`config.mk`:
```
export PLATFORM = sky130hd
export DESIGN_NAME = triggered_key_macro_sequencer
export DESIGN_NICKNAME = d
export VERILOG_FILES = /design/src/design/tkm_pkg.sv /design/src/design/triggered_key_macro_sequencer.sv /design/src/design/tkm_core.sv /design/src/design/tkm_outbuf.sv
export VERILOG_INCLUDE_DIRS = /design/src /design/src/design
export SDC_FILE = /design/constraint.sdc
export NUM_CORES = 1
export LEC_CHECK = 0
export BUFFER_PORTS_ARGS = -buffer_cell sky130_fd_sc_hd__buf_2
export CELL_PAD_IN_SITES_DETAIL_PLACEMENT = 1
export CELL_PAD_IN_SITES_GLOBAL_PLACEMENT = 1
export CORE_MARGIN = 5
export CORE_UTILIZATION = 46
export DETAILED_ROUTE_END_ITERATION = 7
export PLACE_DENSITY = 0.86
export SYNTH_ARGS = -nofsm -noshare
export SYNTH_HDL_FRONTEND = slang
export SYNTH_SLANG_ARGS = --single-unit
```
`constraint.sdc`:
```
create_clock -name aclk -period 4.3 [get_ports aclk]
set_input_delay 0 -clock aclk [delete_from_list [all_inputs] [get_ports aclk]]
set_output_delay 0 -clock aclk [all_outputs]
set_load 0.02 [all_outputs]
```
`src/design/assert_macros.svh`:
```
// assertion macros for the key macro sequencer
// no dependencies; included by the top level
`ifndef ASSERT_MACROS_SVH
`define ASSERT_MACROS_SVH

// clocked check, off while reset is asserted
`define TKM_ASSERT_CLK(label, prop, msg) \
    label: assert property (@(posedge aclk) disable iff (!aresetn) prop) else $error(msg);

// clocked check that also holds through reset
`define TKM_ASSERT_ALWAYS(label, prop, msg) \
    label: assert property (@(posedge aclk) prop) else $error(msg);

`endif

```
`src/design/tkm_pkg.sv`:
```
// shared types and constants for the key macro sequencer
// no dependencies; used by every module of the block
package tkm_pkg;

    // widths and defaults
    localparam int TKM_TIMER_BITS = 16;
    localparam int CODE_W         = 10;
    localparam int MS_W           = 16;
    localparam int CFG_IDX_W      = 2;
    localparam int CFG_DATA_W     = 16;
    localparam int MAX_RES        = 3;
    localparam int RES_CNT_W      = 2;

    localparam logic [CODE_W-1:0] TRIGGER_RESET = 10'd57;
    localparam logic [MS_W-1:0]   PRESS_RESET   = 16'd15;
    localparam logic [MS_W-1:0]   DELAY_RESET   = 16'd150;

    // register indexes
    typedef enum logic [CFG_IDX_W-1:0] {
        CFG_TRIGGER_CODE = 2'd0,
        CFG_PRESS_MS     = 2'd1,
        CFG_DELAY_MS     = 2'd2
    } cfg_idx_t;

    // item kinds and key values
    localparam logic       MODE_TICK   = 1'b0;
    localparam logic       MODE_KEY    = 1'b1;
    localparam logic [1:0] KEY_RELEASE = 2'd0;
    localparam logic [1:0] KEY_PRESS   = 2'd1;
    localparam logic [1:0] KEY_AUTO    = 2'd2;

    typedef enum logic [2:0] {
        PH_IDLE   = 3'd0,
        PH_START  = 3'd1,
        PH_BUTTON = 3'd2,
        PH_DELAY  = 3'd3,
        PH_KEYS   = 3'd4
    } phase_t;

    typedef enum logic [2:0] {
        TGT_LEFT    = 3'd0,
        TGT_TRIGGER = 3'd1,
        TGT_RSHIFT  = 3'd2,
        TGT_DELETE  = 3'd3,
        TGT_R       = 3'd4
    } tgt_t;

    typedef struct packed {
        logic              mode;
        logic [CODE_W-1:0] key_code;
        logic [1:0]        key_value;
    } in_item_t;

    typedef struct packed {
        tgt_t target;
        logic pressed;
        logic last;
    } out_item_t;

    // one synthetic key action
    typedef struct packed {
        tgt_t target;
        logic pressed;
    } ev_t;

    // all actions caused by one input transaction
    typedef struct packed {
        logic [RES_CNT_W-1:0] count;
        ev_t [MAX_RES-1:0]    ev;
    } step_res_t;

endpackage

```
`src/design/triggered_key_macro_sequencer.sv`:
```
// top level of the key macro sequencer: input register, config registers
// depends on tkm_pkg, tkm_core, tkm_outbuf and assert_macros.svh
//
// usage:
//   s_ takes ticks (mode 0) and key events (mode 1) with valid/ready.
//   m_ returns synthetic key actions; last marks the final action of the
//   input transaction that caused them. A transaction may cause none.
//   cfg_wr_en/cfg_index/cfg_wdata write trigger_code (0), press_ms (1) and
//   delay_ms (2); writes to other indexes are ignored. Write only when idle.
// timing:
//   a transaction lands in the input register and, once the result register
//   is free, is stepped into it, from where its actions are offered on m_.
//   The result register holds one batch at a time: the next transaction is
//   stepped only when it is empty or its last action is being taken, and
//   the input register can hold one more transaction in the meantime.
// reset:
//   idle phase, counter and tap flag clear, registers at their defaults,
//   no pending actions. A stalled m_ready holds the result register and,
//   once the input register is full, drops s_ready.
`include "assert_macros.svh"

module triggered_key_macro_sequencer #(
    parameter int TIMER_BITS = tkm_pkg::TKM_TIMER_BITS
) (
    input  logic                          aclk,
    input  logic                          aresetn,
    input  logic                          s_valid,
    output logic                          s_ready,
    input  tkm_pkg::in_item_t             s_data,
    output logic                          m_valid,
    input  logic                          m_ready,
    output tkm_pkg::out_item_t            m_data,
    input  logic                          cfg_wr_en,
    input  logic [tkm_pkg::CFG_IDX_W-1:0] cfg_index,
    input  logic [tkm_pkg::CFG_DATA_W-1:0] cfg_wdata
);
    import tkm_pkg::*;

    logic              in_v_reg;
    in_item_t          in_reg;
    logic [CODE_W-1:0] trigger_reg;
    logic [MS_W-1:0]   press_reg;
    logic [MS_W-1:0]   delay_reg;
    logic              go;
    logic              ob_free;
    step_res_t         step_res;
    phase_t            phase;

    // step runs once the result register can take the batch
    assign go      = in_v_reg && ob_free;
    assign s_ready = !in_v_reg || go;

    // input register
    always_ff @(posedge aclk) begin
        if (!aresetn) begin
            in_v_reg <= 1'b0;
        end else if (s_valid && s_ready) begin
            in_v_reg <= 1'b1;
        end else if (go) begin
            in_v_reg <= 1'b0;
        end
    end

    always_ff @(posedge aclk) begin
        if (s_valid && s_ready) begin
            in_reg <= s_data;
        end
    end

    // configuration registers
    always_ff @(posedge aclk) begin
        if (!aresetn) begin
            trigger_reg <= TRIGGER_RESET;
            press_reg   <= PRESS_RESET;
            delay_reg   <= DELAY_RESET;
        end else if (cfg_wr_en) begin
            case (cfg_index)
                CFG_TRIGGER_CODE: trigger_reg <= cfg_wdata[CODE_W-1:0];
                CFG_PRESS_MS:     press_reg   <= cfg_wdata[MS_W-1:0];
                CFG_DELAY_MS:     delay_reg   <= cfg_wdata[MS_W-1:0];
                default: begin
                end
            endcase
        end
    end

    tkm_core #(
        .TIMER_BITS(TIMER_BITS)
    ) u_core (
        .aclk        (aclk),
        .aresetn     (aresetn),
        .go          (go),
        .item        (in_reg),
        .trigger_code(trigger_reg),
        .press_ms    (press_reg),
        .delay_ms    (delay_reg),
        .res         (step_res),
        .phase       (phase)
    );

    tkm_outbuf u_outbuf (
        .aclk    (aclk),
        .aresetn (aresetn),
        .load    (go),
        .res     (step_res),
        .free    (ob_free),
        .m_valid (m_valid),
        .m_ready (m_ready),
        .m_data  (m_data)
    );

    // checks
    `TKM_ASSERT_CLK(a_input_held, ((in_v_reg && !go) |=> (in_v_reg && $stable(in_reg))), "input register lost a pending transaction")
    `TKM_ASSERT_CLK(a_triple_phase, ((go && step_res.count == 2'd3) |=> (phase == PH_KEYS || phase == PH_IDLE)), "three actions without key phase change")
    `TKM_ASSERT_CLK(a_batch_continues, ((m_valid && m_ready && !m_data.last) |=> m_valid), "batch ended without last")
    `TKM_ASSERT_ALWAYS(a_reset_clears, (!aresetn |=> (!m_valid && phase == PH_IDLE)), "reset left pending actions or active phase")

endmodule

```
`src/design/tkm_core.sv`:
```
// sequencer state and the single-pass step logic for one transaction
// depends on tkm_pkg
module tkm_core #(
    parameter int TIMER_BITS = tkm_pkg::TKM_TIMER_BITS
) (
    input  logic                        aclk,
    input  logic                        aresetn,
    input  logic                        go,
    input  tkm_pkg::in_item_t           item,
    input  logic [tkm_pkg::CODE_W-1:0]  trigger_code,
    input  logic [tkm_pkg::MS_W-1:0]    press_ms,
    input  logic [tkm_pkg::MS_W-1:0]    delay_ms,
    output tkm_pkg::step_res_t          res,
    output tkm_pkg::phase_t             phase
);
    import tkm_pkg::*;

    localparam int CMP_W = (TIMER_BITS > MS_W) ? TIMER_BITS : MS_W;

    phase_t                phase_reg, phase_next;
    logic [TIMER_BITS-1:0] elapsed_reg, elapsed_next;
    logic                  tapped_reg, tapped_next;

    logic [TIMER_BITS-1:0] elapsed_pre;
    phase_t                phase_pre;
    logic                  skip_step;
    logic                  is_trigger;
    logic [CMP_W-1:0]      elapsed_cmp;
    logic                  press_done;
    logic                  delay_done;

    assign is_trigger = (item.mode == MODE_KEY) && (item.key_code == trigger_code);

    // saturating tick count
    always_comb begin
        elapsed_pre = elapsed_reg;
        if (item.mode == MODE_TICK && !(&elapsed_reg)) begin
            elapsed_pre = TIMER_BITS'(elapsed_reg + 1'b1);
        end
    end

    assign elapsed_cmp = CMP_W'(elapsed_pre);
    assign press_done  = elapsed_cmp >= CMP_W'(press_ms);
    assign delay_done  = elapsed_cmp >= CMP_W'(delay_ms);

    // trigger key handling, then one sequence step
    always_comb begin
        phase_pre    = phase_reg;
        tapped_next  = tapped_reg;
        skip_step    = 1'b0;
        res          = '0;
        if (is_trigger) begin
            case (item.key_value)
                KEY_PRESS: begin
                    tapped_next = 1'b1;
                end
                KEY_RELEASE: begin
                    if (tapped_reg) begin
                        phase_pre = PH_START;
                        skip_step = 1'b1;
                    end else begin
                        // interrupt: release button and trigger
                        phase_pre        = PH_IDLE;
                        res.count        = 2'd2;
                        res.ev[0].target = TGT_LEFT;
                        res.ev[1].target = TGT_TRIGGER;
                    end
                end
                KEY_AUTO: begin
                    if (phase_reg == PH_IDLE) begin
                        tapped_next = 1'b0;
                        phase_pre   = PH_START;
                    end
                end
                default: begin
                end
            endcase
        end

        phase_next   = phase_pre;
        elapsed_next = elapsed_pre;
        if (!skip_step) begin
            case (phase_pre)
                PH_START: begin
                    res.count         = 2'd1;
                    res.ev[0].target  = TGT_LEFT;
                    res.ev[0].pressed = 1'b1;
                    elapsed_next      = '0;
                    phase_next        = PH_BUTTON;
                end
                PH_BUTTON: begin
                    if (press_done) begin
                        res.count         = 2'd1;
                        res.ev[0].target  = TGT_LEFT;
                        res.ev[0].pressed = 1'b0;
                        elapsed_next      = '0;
                        phase_next        = PH_DELAY;
                    end
                end
                PH_DELAY: begin
                    if (delay_done) begin
                        res.count         = 2'd3;
                        res.ev[0].target  = TGT_RSHIFT;
                        res.ev[1].target  = TGT_DELETE;
                        res.ev[2].target  = TGT_R;
                        res.ev[0].pressed = 1'b1;
                        res.ev[1].pressed = 1'b1;
                        res.ev[2].pressed = 1'b1;
                        elapsed_next      = '0;
                        phase_next        = PH_KEYS;
                    end
                end
                PH_KEYS: begin
                    if (press_done) begin
                        res.count         = 2'd3;
                        res.ev[0].target  = TGT_R;
                        res.ev[1].target  = TGT_DELETE;
                        res.ev[2].target  = TGT_RSHIFT;
                        elapsed_next      = '0;
                        phase_next        = PH_IDLE;
                    end
                end
                default: begin
                    phase_next = PH_IDLE;
                end
            endcase
        end
    end

    // state registers, updated once per transaction
    always_ff @(posedge aclk) begin
        if (!aresetn) begin
            phase_reg   <= PH_IDLE;
            elapsed_reg <= '0;
            tapped_reg  <= 1'b0;
        end else if (go) begin
            phase_reg   <= phase_next;
            elapsed_reg <= elapsed_next;
            tapped_reg  <= tapped_next;
        end
    end

    assign phase = phase_reg;

endmodule

```
`src/design/tkm_outbuf.sv`:
```
// result register: holds up to three actions and hands them out one per cycle while m_ready is high
// depends on tkm_pkg
module tkm_outbuf (
    input  logic                aclk,
    input  logic                aresetn,
    input  logic                load,
    input  tkm_pkg::step_res_t  res,
    output logic                free,
    output logic                m_valid,
    input  logic                m_ready,
    output tkm_pkg::out_item_t  m_data
);
    import tkm_pkg::*;

    logic [RES_CNT_W-1:0] cnt_reg, cnt_next;
    ev_t [MAX_RES-1:0]    ev_reg, ev_next;
    logic                 pop;

    assign m_valid = (cnt_reg != '0);
    assign pop     = m_valid && m_ready;
    // empty now, or emptied by the transaction leaving this cycle
    assign free    = (cnt_reg == '0) || ((cnt_reg == RES_CNT_W'(1)) && m_ready);

    // load a new batch or shift the next action to the head
    always_comb begin
        cnt_next = cnt_reg;
        ev_next  = ev_reg;
        if (load) begin
            cnt_next = res.count;
            ev_next  = res.ev;
        end else if (pop) begin
            cnt_next  = RES_CNT_W'(cnt_reg - 1'b1);
            ev_next[0] = ev_reg[1];
            ev_next[1] = ev_reg[2];
        end
    end

    always_ff @(posedge aclk) begin
        if (!aresetn) begin
            cnt_reg <= '0;
        end else begin
            cnt_reg <= cnt_next;
        end
    end

    always_ff @(posedge aclk) begin
        ev_reg <= ev_next;
    end

    assign m_data.target  = ev_reg[0].target;
    assign m_data.pressed = ev_reg[0].pressed;
    assign m_data.last    = (cnt_reg == RES_CNT_W'(1));

endmodule

```
==> out/qor.yml, run 1 <==
logic_synthesis:
  syn_inst: 556
  synthTopCellsByCount: "112 x nand2_1, 65 x dfxtp_1, 60 x a21oi_1"
  synth-edff-count: 24
  yosysWarnings: 0
  synth_top_area_share: 0.263
  synth.distinct_cells: 74
  synth_flop_cell: "dfxtp_1"
  yosys.cell_count.top_type: "nand2_1"
  syn-num-nets: 627
  synth.largest_area_cell: "dfxtp_1"
  synth_area_um2: 4940
  synth-async-reset-ratio: 0
  syn_area_per_cell_um2: 8.89
  yosysSeqAreaShare: 0.409
  synth_area_leaders: "dfxtp_1 26%, edfxtp_1 15%, ha_1 8.9%"
  ys_ff_latch: 89
grt:
  grt_pass1_wl_um: 24700
  grt_overflow_total: 0
  grt_start_max_net_pins: 29
  antenna_found_initial: 0
  grtUsageTotal: 0.242
  grt_pass1_vias: 4898
clock_tree:
  clk_latency_ns: 0.38
  numCtsBuffers: 9
  cts_tree: "built"
  cts-root-buf: "clkbuf_8"
  clock_sinks: 89
  h-tree-depth: 3
  clockBufferDepth: 2
  path_clk_slew_ns: 0.09
setup_path:
  cp-startpoint: "u_core.elapsed_reg[4]$_SDFFE_PN0P_"
  reg2reg_slack_ns: 0.33
  reg2reg_from: "u_core.elapsed_reg[4]$_SDFFE_PN0P_"
  critPathMaxFanout: 8
  crit_type: "reg2reg"
  cp-end-kind: "register"
  critPathLaunchType: "register"
  required_ns: 4.61
  arrival_ns: 4.28
sta:
  fmax_mhz: 252
  drv_slew: 0
  tns_ns: 0
  fin_skew_ns: 0.00881
  setup_violations: 0
  hold_viol_final: 0
  finalCritPeriodShare: 0.924
  setup_slack_ns: 0.329
  tightest_slew_ns: 1.28
  period_needed_ns: 3.97
  slew_headroom: 0.143
  rsz0062_at_grt: "no"
cells_and_area:
  diodes: 0
  final_cells: 764
  layout.nets: 694
  design_area_um2: 5760
  syn_to_final_growth_pct: 16.6
  drive_above_1_share: 0.146
  finish.utilization: 0.553
  fill_cells: 1241
placement:
  hpwlAfterDp_um: 10200
  port_buffers: 42
  placed_cell_area_um2: 5250
  place_inst: 715
  gp_congestion: 0.962
  pre_cts_ws_ns: 0.171
pwr:
  cellLeakagePower_nw: 2.34
  power_density_nw_per_um2: 311
  ir_worst_vdd_uv: 216
routing:
  drtIter0Drc: 219
  wl_per_cell_um: 19.3
  drc: 0
  first_pass_iters: 4
  avgViaCountPerCell: 5.74
  routed_wl_um: 14800
  ant_nets: 0
  via_count: 4386
floorplanning:
  die_h_um: 114
  ios: 43
  dieArea_um2: 12900
  start_util: 0.475
  dieWidth_um: 114
  core_um2: 10400
  rows: 37
hold_path:
  hold_path.class: "in2reg"
  hp-start: "aresetn"
run_status:
  status: "finished clean"
flow_run:
  cap_viol_max_count: 0
## power by group
part           total, mW  internal (mW)  switching [mW]
registers          0.954          0.925          0.0285
clock network      0.540          0.227           0.314
logic              0.298          0.111           0.187
## critical path, stage by stage, from the launching register on
cell and delay, ns:
dfxtp_1 0.48, nand3_1 0.21, nor4_4 0.44, a21oi_2 0.17, xnor2_1 0.36, ha_1 0.30
nand2b_1 0.15, a2111oi_0 0.44, o41ai_1 0.16, o31ai_1 0.25, buf_4 0.17, nand3_1 0.07
buf_4 0.17, a21oi_1 0.29, a32o_1 0.23
## layout make-up
type / instances / area [um2] / area share
Multi-Input combinational cell: 398 / 2650 / 0.460
Sequential cell: 89 / 2020 / 0.351
Timing Repair Buffer: 82 / 586 / 0.102
Tap cell: 136 / 170 / 0.0295
Inverter: 43 / 161 / 0.0280
Clock buffer: 12 / 145 / 0.0252
Clock inverter: 4 / 28.8 / 0.00499
## logic make-up after synthesis
group,count (synthesis),share of synthesized area
adders and majority gates,35,0.0886
and+or+nand+nor,215,0.223
xor gates and xnor gates,27,0.0478
buffers and inverters,69,0.0575
muxes,1,0.00228
AOI/OAI and AO/OA,120,0.172
DFF,89,0.409
## path summary, 6_finish.rpt
check | end | cells past startpoint
hold / removal | press_reg[0]$_SDFFE_PN1P_ | 2
hold reg to reg | delay_reg[6]$_SDFFE_PN0P_ | 2
setup / recovery | u_core.elapsed_reg[1]$_SDFFE_PN0P_ | 14
setup reg to reg | u_core.elapsed_reg[1]$_SDFFE_PN0P_ | 14
## stage by stage
step           total power [mW]  hold slack, ns
4_1_cts                    1.80          0.0195
6_report                   1.79          0.0514
5_1_grt                    1.88          0.0458
3_5_place_dp               1.24           0.178
2_1_floorplan              1.16          0.0989
3_3_place_gp               1.23           0.176
## routing by layer
metal,GRT usage,wire (um),vias up
met4,0.0881,406,0
met1,0.276,6060,2182
met5,0,0,-
met3,0.0456,536,31
met2,0.446,7780,86
li1,-,-,2087
## timing repair
action                                  in CTS  in global routing
endpoints found under the setup margin       0                 22
resized for setup                            0                  2
endpoints found under the hold margin       56                  0
buffers inserted                             0                  3
hold buffers                                30                  0
## cells in the final DEF (no fill, tap or decap), drive strengths merged, types with 4 or more instances in the layout
cell / netlist / final
nand2: 113 / 113
dfxtp: 65 / 65
a21oi: 60 / 60
buf: 8 / 52
inv: 42 / 42
ha: 35 / 35
dlygate4sd3: 0 / 30
edfxtp: 24 / 24
xnor2: 21 / 21
nand3: 21 / 21
nor2: 12 / 12
clkbuf: 18 / 12
o211ai: 11 / 11
nand4: 10 / 10
and3: 10 / 10
nor2b: 7 / 7
xor2: 6 / 6
and2: 5 / 5
o21ai: 5 / 5
nor4: 5 / 5
or2: 4 / 4
o21a: 4 / 4
a32o: 4 / 4
or3: 4 / 4
a221o: 4 / 4
and4: 4 / 4
nor3: 4 / 4
clkinv: 1 / 4
(Power assumes the default switching activity.)
==> run 2, diff against run 1 <==
--- a/config.mk
+++ b/config.mk
@@ -6,13 +6,13 @@
 export SDC_FILE = /design/constraint.sdc
 export NUM_CORES = 1
 export LEC_CHECK = 0
-export BUFFER_PORTS_ARGS = -buffer_cell sky130_fd_sc_hd__buf_2
 export CELL_PAD_IN_SITES_DETAIL_PLACEMENT = 1
 export CELL_PAD_IN_SITES_GLOBAL_PLACEMENT = 1
 export CORE_MARGIN = 5
-export CORE_UTILIZATION = 46
+export CORE_UTILIZATION = 44
 export DETAILED_ROUTE_END_ITERATION = 7
-export PLACE_DENSITY = 0.86
+export DONT_BUFFER_PORTS = 1
+export PLACE_DENSITY = 0.82
 export SYNTH_ARGS = -nofsm -noshare
 export SYNTH_HDL_FRONTEND = slang
 export SYNTH_SLANG_ARGS = --single-unit
==> constraint.sdc (replaced) <==
create_clock -name aclk -period 3.4 [get_ports aclk]
set_input_delay 0 -clock aclk [delete_from_list [all_inputs] [get_ports aclk]]
set_output_delay 0 -clock aclk [all_outputs]
set_load 0.02 [all_outputs]
==> run 2 against run 1 <==
Compared with the run above: the run now ends with negative setup slack left; register-to-register slack worse by 0.91 ns; combinational power increased by 53%; design area is 23% higher; via count increased by 24%; clock power up 85%; non-clock buffer count up 68; fmax is 0.23% lower; sequential power is 30% higher; sequential share of layout area shrank 6.4 points; first-iteration DRC count is 110% higher; largest power group unchanged; highest routed layer unchanged.
==> out/qor.yml, run 2 (synthesis gave the netlist of run 1 again) <==
grt:
  grt_pass1_wl_um: 31400  # +27%
  grtUsageTotal: 0.310  # +0.0687
  grt_start_max_net_pins: 28  # -3.4%
  antenna_found_initial: 0  # unchanged
  grt_pass1_vias: 5765  # +18%
  grt_overflow_total: 0  # unchanged
setup_path:
  crit_type: "reg2reg"
  slowest_stage: "o41ai_4"
  critPathMaxFanout: 3  # -5
  crit_path_end: "u_core.phase[2]$_SDFFE_PN0P_"
  arrival_ns: 4.22  # -0.06 ns
  worstReg2RegEnd: "u_core.phase[2]$_SDFFE_PN0P_"
  max_stage_delay_ns: 0.40  # -0.08 ns
  reg2reg_slack_ns: -0.58  # -0.91 ns
  critPathMostFrequentCell: "buf_6"
  cp-startpoint: "u_core.elapsed_reg[0]$_SDFFE_PN0P_"
  ff2ff_path_depth: 18  # +4
  cp-end-kind: "register"
  reg2reg_from: "u_core.elapsed_reg[0]$_SDFFE_PN0P_"
  worstPathCellList: "ha_4 -> and3_4 -> buf_6 -> a211oi_4 -> buf_6 -> nand4_1 -> buf_4 -> xnor2_4 -> ha_4 -> nand4_1 -> buf_6 -> o41ai_4 -> buf_4 -> o31ai_4 -> buf_6 -> a211oi_4 -> o211ai_1 -> a21oi_1"
  critPathLaunchType: "register"
  required_ns: 3.64  # -0.97 ns
cells_and_area:
  finish.utilization: 0.650  # +0.0966
  diodes: 0  # unchanged
  final_cell_mix: "107 x nand2_1, 86 x buf_4, 55 x dfxtp_1, 51 x dlygate4sd3_1, 49 x a21oi_1"
  fill_cells: 1184  # -4.6%
  final_common_cell: "nand2_1"
  syn_to_final_growth_pct: 43.8
  final_cells: 836  # +9.4%
  multi_input_area_um2: 3150  # +19%
  seqCellArea_um2: 2040  # +0.99%
  layout.nets: 762  # +9.8%
  drive_above_1_share: 0.303  # +0.157
clock_tree:
  cts_tree: "built"
  numCtsBuffers: 9  # unchanged
  h-tree-depth: 3  # unchanged
  clk_latency_ns: 0.36  # -0.02 ns
  clock_sinks: 89  # unchanged
  clockBufferDepth: 2  # unchanged
  path_clk_slew_ns: 0.07  # -0.02 ns
  cts-root-buf: "clkbuf_16"
run_status:
  status: "finished, violations left"
  violations: "negative setup slack"
sta:
  slew_headroom: 0.128  # -0.0149
  finalCritPeriodShare: 1.17  # +0.247
  fmax_mhz: 251  # -0.23%
  setup_violations: 30  # +30
  timing.hold.ws_ns: 0.157  # +0.106 ns
  rsz0062_at_grt: "yes"
  period_needed_ns: 3.98  # +0.00917 ns
  hold_viol_final: 0  # unchanged
  drv_slew: 0  # unchanged
  tightest_slew_ns: 1.30  # +0.0223 ns
  setup_slack_ns: -0.581  # -0.909 ns
  fin_skew_ns: 0.00466  # -0.00415 ns
routing:
  avgViaCountPerCell: 6.53  # +14%
  routed_wl_um: 24400  # +65%
  drc: 0  # unchanged
  via_count: 5457  # +24%
  first_pass_iters: 5  # +1
  ant_nets: 0  # unchanged
  drtIter0Drc: 464  # +110%
  wl_per_cell_um: 29.1  # +51%
pwr:
  ir_worst_vdd_uv: 367  # +70%
  cellLeakagePower_nw: 2.88  # +23%
  power_density_nw_per_um2: 378  # +22%
flow_run:
  cap_viol_max_count: 0  # unchanged
floorplanning:
  rows: 38  # +2.7%
  core_um2: 10900  # +5.0%
  dieArea_um2: 13500  # +4.1%
  die_h_um: 116  # +2.0%
  start_util: 0.452  # -0.0225
  ios: 43  # unchanged
  dieWidth_um: 116  # +2.0%
placement:
  port_buffers: 0  # -100%
  hpwlAfterDp_um: 10800  # +5.7%
  place_inst: 730  # +2.1%
  gp_congestion: 0.905  # -5.9%
hold_path:
  hold_path.class: "in2reg"
## run 2: metrics by stage
| stage | power [mW] | TNS, ns | setup slack [ns] | instance area (um2) |
|---|---|---|---|---|
| 6_report | 2.69 | -13.03 | -0.581 | 7110 |
| 5_1_grt | 2.76 | -14.01 | -0.608 | 7110 |
| 4_1_cts | 2.57 | -1.69 | -0.119 | 6740 |
| 3_5_place_dp | 1.54 | -8.22 | -0.378 | 5470 |
| 3_3_place_gp | 1.53 | -5.78 | -0.346 | 5470 |
| 2_1_floorplan | 1.47 | -0.00871 | -0.00871 | 4970 |
## run 2: how the worst min path moves through the flow
stage                             from                           to  slack, ns  cells after the start
after CTS                    cfg_wr_en  trigger_reg[8]$_SDFFE_PN0P_        0.1                      3
after floorplan              s_data[0]          in_reg[0]$_DFFE_PP_        0.1                      0
after global routing      cfg_index[0]  trigger_reg[2]$_SDFFE_PN0P_       0.19                      3
final                     cfg_index[0]  trigger_reg[6]$_SDFFE_PN0P_       0.16                      3
after detailed placement       aresetn  trigger_reg[3]$_SDFFE_PN1P_       0.09                      1
after global placement         aresetn    press_reg[0]$_SDFFE_PN1P_       0.08                      1
## run 2: power breakdown
| group | switching (mW) | internal [mW] | leakage, nW |
|---|---|---|---|
| logic | 0.285 | 0.169 | 1.97 |
| registers | 0.0636 | 1.17 | 0.767 |
| clock network | 0.476 | 0.523 | 0.141 |
## run 2: metal layers
| layer | vias to the layer above | track usage | wire length, um |
|---|---|---|---|
| met1 | 2649 | 0.331 | 8420 |
| li1 | 2233 | - | - |
| met3 | 178 | 0.0658 | 1680 |
| met2 | 397 | 0.562 | 12100 |
| met4 | 0 | 0.181 | 2130 |
| met5 | - | 0 | 0 |
## run 2: repair_timing
action,CTS,global route
setup endpoints to repair,30,30
hold buffers,51,0
pin swaps,50,37
resized for setup,65,40
endpoints found under the hold margin,63,0
buffers inserted,23,20
## run 2: layout make-up
cell class,instances,share of cell area
Clock buffer,11,0.0342
Clock inverter,5,0.00528
Inverter,43,0.0227
Multi-Input combinational cell,398,0.443
Sequential cell,89,0.287
Tap cell,140,0.0246
Timing Repair Buffer,150,0.183
## run 2: critical path: cells and delay by family (launching register included)
kind / cells / cell delay, ns
AO/OA/AOI/OAI: 6 / 1.46
buffers and inverters: 6 / 0.98
adder cells (fa/ha/maj): 2 / 0.46
AND/OR/NAND/NOR: 3 / 0.45
flip-flops: 1 / 0.36
XOR/XNOR: 1 / 0.15
==> run 3, diff against run 2 <==
--- a/config.mk
+++ b/config.mk
@@ -8,6 +8,7 @@
 export LEC_CHECK = 0
 export CELL_PAD_IN_SITES_DETAIL_PLACEMENT = 1
 export CELL_PAD_IN_SITES_GLOBAL_PLACEMENT = 1
+export CORE_ASPECT_RATIO = 1.75
 export CORE_MARGIN = 5
 export CORE_UTILIZATION = 44
 export DETAILED_ROUTE_END_ITERATION = 7
==> run 3 against run 2 <==
Compared with the run above: the flow still finishes with violations (negative setup slack); power is 6.9% higher; highest routed layer unchanged; register-to-register slack got worse by 0.06 ns; via count rose by 1.8%; non-clock buffer count is 12 lower; sequential share of layout area down 0.31 points; core utilization fell by 0.12 points; fmax fell by 1.5%; clock power rose by 17%; design area up 1.3%; critical path depth fell by 2; cell count down 2.4%; die area up 0.62%.
==> out/qor.yml, run 3 (synthesis gave the netlist of run 1 again) <==
run_status:
  status: "finished, violations left"
  violations: "negative setup slack"
setup_path:
  crit_buf_inv: 4  # -2
  critPathLaunchType: "register"
  cp-end-kind: "register"
  worst-path-stages: 16  # -2
  arrival_ns: 4.23  # about the same
  worstPathCellList: "and4_4 -> and4_4 -> a211oi_4 -> buf_6 -> nand4_1 -> xnor2_2 -> ha_4 -> nand4_1 -> buf_4 -> a21oi_4 -> buf_6 -> o31a_1 -> nor3_4 -> buf_4 -> o2111ai_1 -> nand3_1"
  worstReg2RegEnd: "u_core.elapsed_reg[8]$_SDFFE_PN0P_"
  max_stage_delay_ns: 0.41  # about the same
  cp-startpoint: "u_core.elapsed_reg[7]$_SDFFE_PN0P_"
  required_ns: 3.59  # -0.05 ns
  critPathMaxFanout: 6  # +3
  ff2ff_path_depth: 16  # -2
  reg2reg_slack_ns: -0.64  # -0.06 ns
  crit_type: "reg2reg"
  crit_path_end: "u_core.elapsed_reg[8]$_SDFFE_PN0P_"
  crit_family: "simple AND/OR/NAND/NOR gates"
  reg2reg_from: "u_core.elapsed_reg[7]$_SDFFE_PN0P_"
  slowest_stage: "xnor2_2"
pwr:
  ir_worst_vdd_uv: 519  # +41%
  power_density_nw_per_um2: 399  # +5.5%
  cellLeakagePower_nw: 2.84  # -1.6%
  power_mw: 2.87  # +6.9%
clock_tree:
  h-tree-depth: 3  # unchanged
  cts-root-buf: "clkbuf_16"
  clock_sinks: 89  # unchanged
  clk_latency_ns: 0.37  # about the same
  clockBufferDepth: 2  # unchanged
  numCtsBuffers: 9  # unchanged
  path_clk_slew_ns: 0.07  # about the same
  cts_tree: "built"
floorplanning:
  dieWidth_um: 90.1  # -22%
  die_h_um: 150  # +30%
  dieArea_um2: 13500  # +0.62%
  core_um2: 11100  # +1.5%
  rows: 51  # +34%
  start_util: 0.445  # -0.00683
  ios: 43  # unchanged
sta:
  slew_headroom: 0.158  # +0.0293
  hold_viol_final: 0  # unchanged
  drv_slew: 0  # unchanged
  rsz0062_at_grt: "yes"
  finalCritPeriodShare: 1.19  # +0.0181
  period_needed_ns: 4.04  # +0.0617 ns
  tightest_slew_ns: 1.26  # -0.0438 ns
  timing.hold.ws_ns: 0.112  # -0.0456 ns
  tns_ns: -11.23  # +1.80 ns
  setup_violations: 29  # -3.3%
  fin_skew_ns: 0.0152  # +0.0105 ns
  fmax_mhz: 247  # -1.5%
  setup_slack_ns: -0.642  # -0.0617 ns
cells_and_area:
  final_cell_mix: "105 x nand2_1, 72 x buf_4, 53 x dfxtp_1, 52 x dlygate4sd3_1, 46 x a21oi_1"
  finish.utilization: 0.649  # -0.00125
  diodes: 0  # unchanged
  syn_to_final_growth_pct: 45.7
  drive_above_1_share: 0.316  # +0.0126
  final_common_cell: "nand2_1"
  fill_cells: 1175  # -0.76%
  layout.nets: 750  # -1.6%
  design_area_um2: 7200  # +1.3%
routing:
  ant_nets: 0  # unchanged
  drc: 0  # unchanged
  drtIter0Drc: 539  # +16%
  avgViaCountPerCell: 6.81  # +4.3%
  wl_per_cell_um: 32.1  # +10%
  via_count: 5553  # +1.8%
  first_pass_iters: 5  # unchanged
  routed_wl_um: 26200  # +7.7%
placement:
  hpwlAfterDp_um: 11300  # +4.9%
  placed_cell_area_um2: 5460  # -0.32%
  gp_congestion: 0.913  # +0.88%
  port_buffers: 0  # unchanged
grt:
  grt_pass1_wl_um: 33300  # +6.1%
  grtUsageTotal: 0.321  # +0.0101
  antenna_found_initial: 0  # unchanged
  grt_overflow_total: 0  # unchanged
  grt_pass1_vias: 5752  # -0.23%
  grt_start_max_net_pins: 37  # +32%
flow_run:
  cap_viol_max_count: 0  # unchanged
hold_path:
  hp-start: "aresetn"
  whs_path_depth: 4  # +1
  hold_path.class: "in2reg"
[run 3: per-stage QoR]
| stage | worst slack [ns] | cells |
|---|---|---|
| floorplan | -0.00871 | 556 |
| global placement | -0.477 | 721 |
| detailed placement | -0.481 | 721 |
| CTS | -0.0912 | 797 |
| global route | -0.631 | 816 |
| finish | -0.642 | 816 |
[run 3: timing repair]
action | 4_1_cts | 5_1_grt
endpoints found under the hold margin | 67 | 0
setup endpoints to repair | 29 | 30
buffers inserted | 10 | 21
gates resized for setup | 67 | 67
hold buffers | 52 | 0
pin swaps | 40 | 45
[run 3: worst min-delay path by stage]
| stage | to | slack (ns) |
|---|---|---|
| 6_report | u_core.elapsed_reg[4]$_SDFFE_PN0P_ | 0.11 |
| 5_1_grt | u_core.elapsed_reg[4]$_SDFFE_PN0P_ | 0.12 |
| 4_1_cts | trigger_reg[7]$_SDFFE_PN0P_ | 0.07 |
| 3_5_place_dp | trigger_reg[0]$_SDFFE_PN1P_ | 0.09 |
| 3_3_place_gp | press_reg[0]$_SDFFE_PN1P_ | 0.08 |
| 2_1_floorplan | in_reg[0]$_DFFE_PP_ | 0.1 |
[run 3: routing by layer]
layer | part of all wire | up-vias | track usage
met4 | 0.099 | 0 | 0.241
met5 | 0 | - | 0
li1 | - | 2200 | -
met3 | 0.066 | 194 | 0.0690
met2 | 0.50 | 433 | 0.581
met1 | 0.33 | 2726 | 0.316
[run 3: area by class of cell]
cell class | instances | area, um2 | area share
inverters | 43 | 161 | 0.0224
clock inverters | 6 | 95.1 | 0.0132
flip-flops and latches | 89 | 2050 | 0.284
well taps | 132 | 165 | 0.0229
repair buffers | 138 | 1220 | 0.169
multi-input cells | 398 | 3290 | 0.456
clock buffers | 10 | 229 | 0.0318
[run 3: power breakdown]
| part | internal (mW) | switching [mW] |
|---|---|---|
| clock network | 0.656 | 0.517 |
| registers | 1.17 | 0.0579 |
| logic | 0.176 | 0.298 |
[run 3: worst min-delay path, stage by stage]
cell and delay, ns:
clkinv_1 0.14, nor4b_1 0.09, o211ai_1 0.09, o311ai_1 0.11
